## src/rtl/core/rpsl_pkg.sv

```systemverilog
// ----------------------------------------------------------------------------
// rpsl_pkg: shared constants, types and tables
// Widths, fixed-point constants, the arctangent table and the side-band
// types that travel with each item through the pipeline.
// ----------------------------------------------------------------------------
`default_nettype none

package rpsl_pkg;

  localparam int COORD_BITS      = 16;
  localparam int LEN_BITS        = 15;
  localparam int ANGLE_BITS      = 16;
  localparam int ANGLE_FRAC_BITS = 13;

  localparam int CORDIC_STEPS = 30;
  localparam int CORDIC_FRAC  = 30;
  localparam int TRIG_FRAC    = 28;
  localparam int ZW           = 34;
  localparam int XW           = 34;
  localparam int TRIG_W       = 32;

  localparam int DIFF_W    = COORD_BITS + 1;
  localparam int PROD_W    = DIFF_W + TRIG_W;
  localparam int SUM_W     = PROD_W + 1;
  localparam int ROT_W     = SUM_W - TRIG_FRAC;
  localparam int E_W       = COORD_BITS + 3;
  localparam int MAG_W     = E_W;
  localparam int SQ_W      = 2 * E_W;
  localparam int RAD_SHIFT = 16;
  localparam int RAD_W     = SQ_W + RAD_SHIFT;
  localparam int ROOT_W    = RAD_W / 2;
  localparam int NP_W      = LEN_BITS + MAG_W;
  localparam int NUM_W     = NP_W + RAD_SHIFT;
  localparam int Q_W       = LEN_BITS + 9;
  localparam int FRAC_OUT  = 8;

  localparam int CORDIC_LAT = CORDIC_STEPS + 2;
  localparam int ISQRT_LAT  = ROOT_W;
  localparam int DIV_LAT    = Q_W;
  localparam int PIPE_LAT   = CORDIC_LAT + 5 + ISQRT_LAT + DIV_LAT + 2;

  localparam logic signed [ZW-1:0] PI_Q30      = 34'sd3373259426;
  localparam logic signed [ZW-1:0] HALF_PI_Q30 = 34'sd1686629713;
  localparam logic signed [XW-1:0] INV_GAIN    = 34'sd652032874;

  typedef struct packed {
    logic signed [COORD_BITS-1:0] ci;
    logic signed [COORD_BITS-1:0] cj;
    logic signed [DIFF_W-1:0]     dx;
    logic signed [DIFF_W-1:0]     dy;
    logic        [LEN_BITS-1:0]   w;
  } entry_side_t;

  typedef struct packed {
    logic signed [COORD_BITS-1:0] ci;
    logic signed [COORD_BITS-1:0] cj;
    logic        [NP_W-1:0]       n_i;
    logic        [NP_W-1:0]       n_j;
    logic                         neg_i;
    logic                         neg_j;
    logic                         deg;
  } root_side_t;

  typedef struct packed {
    logic signed [COORD_BITS-1:0] ci;
    logic signed [COORD_BITS-1:0] cj;
    logic                         neg_i;
    logic                         neg_j;
    logic                         deg;
  } div_side_t;

  function automatic logic signed [ZW-1:0] atan_q30(input int k);
    logic signed [ZW-1:0] a;
    unique case (k)
      0:  a = 34'sd843314856;
      1:  a = 34'sd497837829;
      2:  a = 34'sd263043836;
      3:  a = 34'sd133525158;
      4:  a = 34'sd67021686;
      5:  a = 34'sd33543515;
      6:  a = 34'sd16775850;
      7:  a = 34'sd8388437;
      8:  a = 34'sd4194282;
      9:  a = 34'sd2097149;
      10: a = 34'sd1048575;
      11: a = 34'sd524287;
      12: a = 34'sd262143;
      13: a = 34'sd131071;
      14: a = 34'sd65535;
      15: a = 34'sd32767;
      16: a = 34'sd16383;
      17: a = 34'sd8191;
      18: a = 34'sd4095;
      19: a = 34'sd2047;
      20: a = 34'sd1023;
      21: a = 34'sd511;
      22: a = 34'sd255;
      23: a = 34'sd127;
      24: a = 34'sd63;
      25: a = 34'sd31;
      26: a = 34'sd15;
      27: a = 34'sd8;
      28: a = 34'sd4;
      29: a = 34'sd2;
      default: a = '0;
    endcase
    return a;
  endfunction

endpackage

`default_nettype wire

```

## src/rtl/core/rpsl_isqrt.sv

```systemverilog
// ----------------------------------------------------------------------------
// rpsl_isqrt: pipelined integer square root
// One root bit per stage, digit by digit, giving the floor of the square root.
// ----------------------------------------------------------------------------
`default_nettype none

module rpsl_isqrt import rpsl_pkg::*; (
  input  logic              clk,
  input  logic              rst_n,
  input  logic              en,
  input  logic              vld_i,
  input  logic [RAD_W-1:0]  rad_i,
  output logic              vld_o,
  output logic [ROOT_W-1:0] root_o
);

  localparam int REM_W = ROOT_W + 3;

  logic [RAD_W-1:0]  rad_r    [ROOT_W];
  logic [REM_W-1:0]  rem_r    [ROOT_W];
  logic [ROOT_W-1:0] root_r   [ROOT_W];
  logic              vld_r    [ROOT_W];
  logic [RAD_W-1:0]  rad_in   [ROOT_W];
  logic [REM_W-1:0]  rem_in   [ROOT_W];
  logic [ROOT_W-1:0] root_in  [ROOT_W];
  logic [REM_W-1:0]  rem_sh   [ROOT_W];
  logic [REM_W-1:0]  trial    [ROOT_W];
  logic [RAD_W-1:0]  rad_nxt  [ROOT_W];
  logic [REM_W-1:0]  rem_nxt  [ROOT_W];
  logic [ROOT_W-1:0] root_nxt [ROOT_W];

  always_comb begin
    rad_in[0]  = rad_i;
    rem_in[0]  = '0;
    root_in[0] = '0;
    for (int k = 1; k < ROOT_W; k++) begin
      rad_in[k]  = rad_r[k-1];
      rem_in[k]  = rem_r[k-1];
      root_in[k] = root_r[k-1];
    end
    for (int k = 0; k < ROOT_W; k++) begin
      rem_sh[k]  = {rem_in[k][REM_W-3:0], rad_in[k][RAD_W-1 -: 2]};
      trial[k]   = REM_W'({root_in[k], 2'b01});
      rad_nxt[k] = rad_in[k] << 2;
      if (rem_sh[k] >= trial[k]) begin
        rem_nxt[k]  = rem_sh[k] - trial[k];
        root_nxt[k] = {root_in[k][ROOT_W-2:0], 1'b1};
      end else begin
        rem_nxt[k]  = rem_sh[k];
        root_nxt[k] = {root_in[k][ROOT_W-2:0], 1'b0};
      end
    end
  end

  always_ff @(posedge clk) begin
    if (en) begin
      for (int k = 0; k < ROOT_W; k++) begin
        rad_r[k]  <= rad_nxt[k];
        rem_r[k]  <= rem_nxt[k];
        root_r[k] <= root_nxt[k];
      end
    end
  end

  always_ff @(posedge clk) begin
    if (!rst_n) begin
      for (int k = 0; k < ROOT_W; k++) begin
        vld_r[k] <= 1'b0;
      end
    end else if (en) begin
      vld_r[0] <= vld_i;
      for (int k = 1; k < ROOT_W; k++) begin
        vld_r[k] <= vld_r[k-1];
      end
    end
  end

  assign vld_o  = vld_r[ROOT_W-1];
  assign root_o = root_r[ROOT_W-1];

endmodule

`default_nettype wire

```

## config.mk

```make
export PLATFORM = sky130hd
export DESIGN_NAME = rpsl_isqrt
export DESIGN_NICKNAME = d
export VERILOG_FILES = /design/src/rtl/core/rpsl_pkg.sv /design/src/rtl/core/rpsl_isqrt.sv
export SDC_FILE = /design/constraint.sdc
export NUM_CORES = 2
export LEC_CHECK = 0
export BUFFER_PORTS_ARGS = -buffer_cell sky130_fd_sc_hd__buf_4
export CAP_MARGIN = 10
export CORE_ASPECT_RATIO = 0.6
export CORE_MARGIN = 4
export CORE_UTILIZATION = 50
export CTS_CLUSTER_SIZE = 30
export DETAILED_ROUTE_END_ITERATION = 7
export GPL_TIMING_DRIVEN = 0
export PLACE_DENSITY_LB_ADDON = 0.08
export SYNTH_ARGS = -nofsm -noshare
export SYNTH_HDL_FRONTEND = slang
export SYNTH_SLANG_ARGS = --single-unit
```

## constraint.sdc

```tcl
create_clock -name clk -period 3.8 [get_ports clk]
set_input_delay 0.38 -clock clk [delete_from_list [all_inputs] [get_ports clk]]
set_output_delay 0.38 -clock clk [all_outputs]
set_load 0.02 [all_outputs]
```

==> summary.md <==
| Metric | Value |
|---|---|
| Syn-to-layout area delta | `12.1%` |
| CP bufs+invs | `2` |
| Critical Path RT | `4.30 ns` |
| Vias in the first global route | `46800` |
| Largest cells by area after synthesis | `edfxtp_1 65%, ha_1 6.1%, xnor2_1 2.9%` |
| First-pass GRT wire length | `about 260000 µm` |
| Top layer in use | `met4` |
| Worst-margin pin slew | `about 1.0 ns` |
| Hold Worst Slack | `between 0.09 and 0.1 ns` |
| HPWL after detailed placement | `between 100000 and 150000 µm` |
| Warnings, synthesis | `0` |
| # IOs | `86` |
| CORE AREA | `approximately 160000 µm²` |
| Leakage power | `0.0355 µW` |
| Placer Congestion | `0.897` |
| CP top delay family | `simple AND/OR/NAND/NOR gates` |
| Area leader, netlist | `edfxtp_1` |
| Layout cell share with drive strength beyond 1 | `about 8.4%` |
| Die area | `roughly 170000 µm²` |
| Post-route clock period utilization | `~98%` |
| Cell Rows | `between 100 and 150` |
| Worst setup path class | `flip-flop to flip-flop` |
| Fraction of registers with async set/reset | `0%` |
| Final net count | `about 7000` |
| # fillers | `~14000` |
| Synth top area share | `~65%` |
| PortBufs | `between 80 and 90` |
| TritonRoute pass-1 iters | `6` |
| Reg clk slew, reported paths | `about 0.06 ns` |
| VDD IR-drop max | `0.356 mV` |
| Max-Cap Viols | `0` |
| Clock Tree Buf Depth | `4` |
| Cells along the critical path | `ha_1 -> nand4_1 -> nor2_1 -> nand4_1 -> nand3_1 -> a21o_4 -> clkbuf_4 -> buf_2 -> a21oi_1` |
| Non-filler cells, final | `9071` |
| CTS buffer count | `roughly 180` |
| HP Class | `primary input to flip-flop` |
| Setup-failing EPs final | `0` |
| Via count | `between 50000 and 60000` |
| WL met3 | `approximately 14000 µm` |
| Worst-Skew Late Latency | `0.81 ns` |
| Die height | `about 320 µm` |
| Most frequent cells in the layout | `1798 x edfxtp_1, 510 x inv_1, 405 x ha_1` |
| CTS tree | `yes` |
| Root Buffer | `clkbuf_16` |
| Synthesized cell area | `roughly 83000 µm²` |
| Remaining DRCs | `0` |
| Iteration-0 DRC Markers | `5235` |
| Min setup slack post-route | `approximately 0.082 ns` |
| Chip Width | `about 530 µm` |
| FF+latch count, synth | `1798` |
| DRT met1 WL | `89000 µm` |
| Post-Synthesis Cells | `between 6000 and 7000` |
| Avg WL per Cell | `around 19 µm` |
| Total track usage | `about a fifth` |
| Number of enable flip-flop cells after synthesis | `~1800` |
| CP Max Fanout | `10` |
| Post-synthesis sequential area ratio | `about two thirds` |
| Status | `finished, final reports clean` |
| Most common cell on crit path | `nand4_1` |
| Max Freq | `about 0.27 GHz` |
| Post-synth cell types | `89` |
| Commonest non-fill, non-tap cell in the layout | `edfxtp_1` |
| Slew HR | `28.9%` |
| Placed cells | `8700` |
| Largest net degree at the start of global routing | `197` |
| Critical Path AT | `~4.2 ns` |
| Slew Limit Fails | `0` |
| Setup crit end kind | `flip-flop` |
| Final Hold Viols | `0` |
| Worst setup SP type | `flip-flop` |
| CP max-delay cell | `nor2_1` |
| Met2 Wirelength | `~67000 µm` |
| Initial antenna violation count | `3` |
| WL final | `~170000 µm` |
| DR vias/cell | `about 5.5` |
| Sink Count | `between 1500 and 2000` |
| Fin util | `56.7%` |
| Antenna Nets Post-Route | `0` |
| Fin Clk Skew | `about 0.059 ns` |
| Syn Nets | `roughly 6800` |
| GR Overflow Total | `0` |
| P per Cell Area | `around 570 nW/µm²` |
| Number of H-tree levels | `4` |
| TNS Setup | `0 ns` |
| DP Worst Slack | `-1.52 ns` |
| Mean Syn Cell Area | `around 13 µm²` |
| Synth Flop Type | `edfxtp_1` |
| CP max stage delay | `around 0.54 ns` |
| Final Critical Period | `~3.7 ns` |
| Initial Util | `50.6%` |
## worst reg2reg max path, stage by stage, from the launching register on
cell	delay, ns
edfxtp_1	0.40
ha_1	0.43
nand4_1	0.25
nor2_1	0.54
nand4_1	0.51
nand3_1	0.25
a21o_4	0.22
clkbuf_4	0.34
buf_2	0.37
a21oi_1	0.15
## Yosys cell counts (all sizes together) (28+ instances only)
| cell | count |
|---|---|
| a21o | 136 |
| a21oi | 406 |
| a31oi | 49 |
| and2 | 28 |
| and3 | 43 |
| clkbuf | 99 |
| edfxtp | 1798 |
| ha | 407 |
| inv | 513 |
| mux2 | 67 |
| nand2 | 395 |
| nand2b | 79 |
| nand3 | 113 |
| nand4 | 73 |
| nor2 | 395 |
| nor2b | 55 |
| nor3 | 155 |
| nor4 | 98 |
| o21a | 79 |
| o21ai | 328 |
| o21bai | 38 |
| o31ai | 34 |
| or2 | 29 |
| or3 | 62 |
| or4 | 42 |
| xnor2 | 280 |
| xor2 | 277 |
## area by class of cell
class                      count  area (µm²)  share of cell area (%)
multi-input combinational   3946       27300                    29.2
tap                         2223        2780                    2.98
inverter                     515        1940                    2.08
antenna                        1        2.50                 0.00268
sequential                  1798       54000                    57.8
clock buffer                 213        4590                    4.91
timing repair buffer         172        1670                    1.79
clock inverter                88         649                   0.695
buffer                       115         519                   0.556
## sequential cells by signal (all words and copies together) (netlist names)
register / count
root_r: 378
rad_r: 702
vld_r: 27
rem_r: 691
## timing repair
| action | CTS | global route |
|---|---|---|
| buffers inserted | 4 | 12 |
| cloned | 0 | 2 |
| resized for setup | 46 | 94 |
| pin swaps | 3 | 11 |
| endpoints found under the setup margin | 237 | 339 |
| hold endpoints to repair | 62 | 0 |
| hold buffers | 58 | 0 |
## per-stage QoR
| step | power, µW | area (µm²) |
|---|---|---|
| 2_1_floorplan | 33500 | 83300 |
| 3_3_place_gp | 37200 | 86700 |
| 3_5_place_dp | 36900 | 87000 |
| 4_1_cts | 53500 | 93000 |
| 5_1_grt | 56100 | 93400 |
| 6_report | 53300 | 93400 |
## logic make-up (layout without fill, tap and decap cells)
logic type	after synthesis	count (layout)	synth area share (%)
xor+xnor	557	557	5.86
other cells	1	2	0.00450
buf+inv	639	1103	2.91
flops	1798	1798	64.8
compound gates	1273	1275	9.44
simple gates	1637	1637	9.92
fa+ha+maj	407	407	6.11
mux	69	69	0.930
## where the power goes
group	switching, µW	internal [µW]
clock network	7140	9100
logic	6310	4320
registers	1530	24900
## metal layers
layer | vias up | global-route usage (%)
li1 | 24400 | -
met1 | 24300 | 31.8
met2 | 1340 | 25.5
met3 | 214 | 4.27
met4 | 0 | 3.88
met5 | - | 0
## final timing paths
check	depth (start not counted)	end	slack, ns	from
worst max-delay path	9	rem_r[1][234]$_DFFE_PP_	0.08	rem_r[1][199]$_DFFE_PP_
worst min-delay path	1	rad_r[0][3]$_DFFE_PP_	0.09	en
worst max register to register	9	rem_r[1][234]$_DFFE_PP_	0.08	rem_r[1][199]$_DFFE_PP_
worst min register to register	0	rad_r[0][760]$_DFFE_PP_	0.39	rad_r[0][706]$_DFFE_PP_
Power figures use the tool's default switching activity.
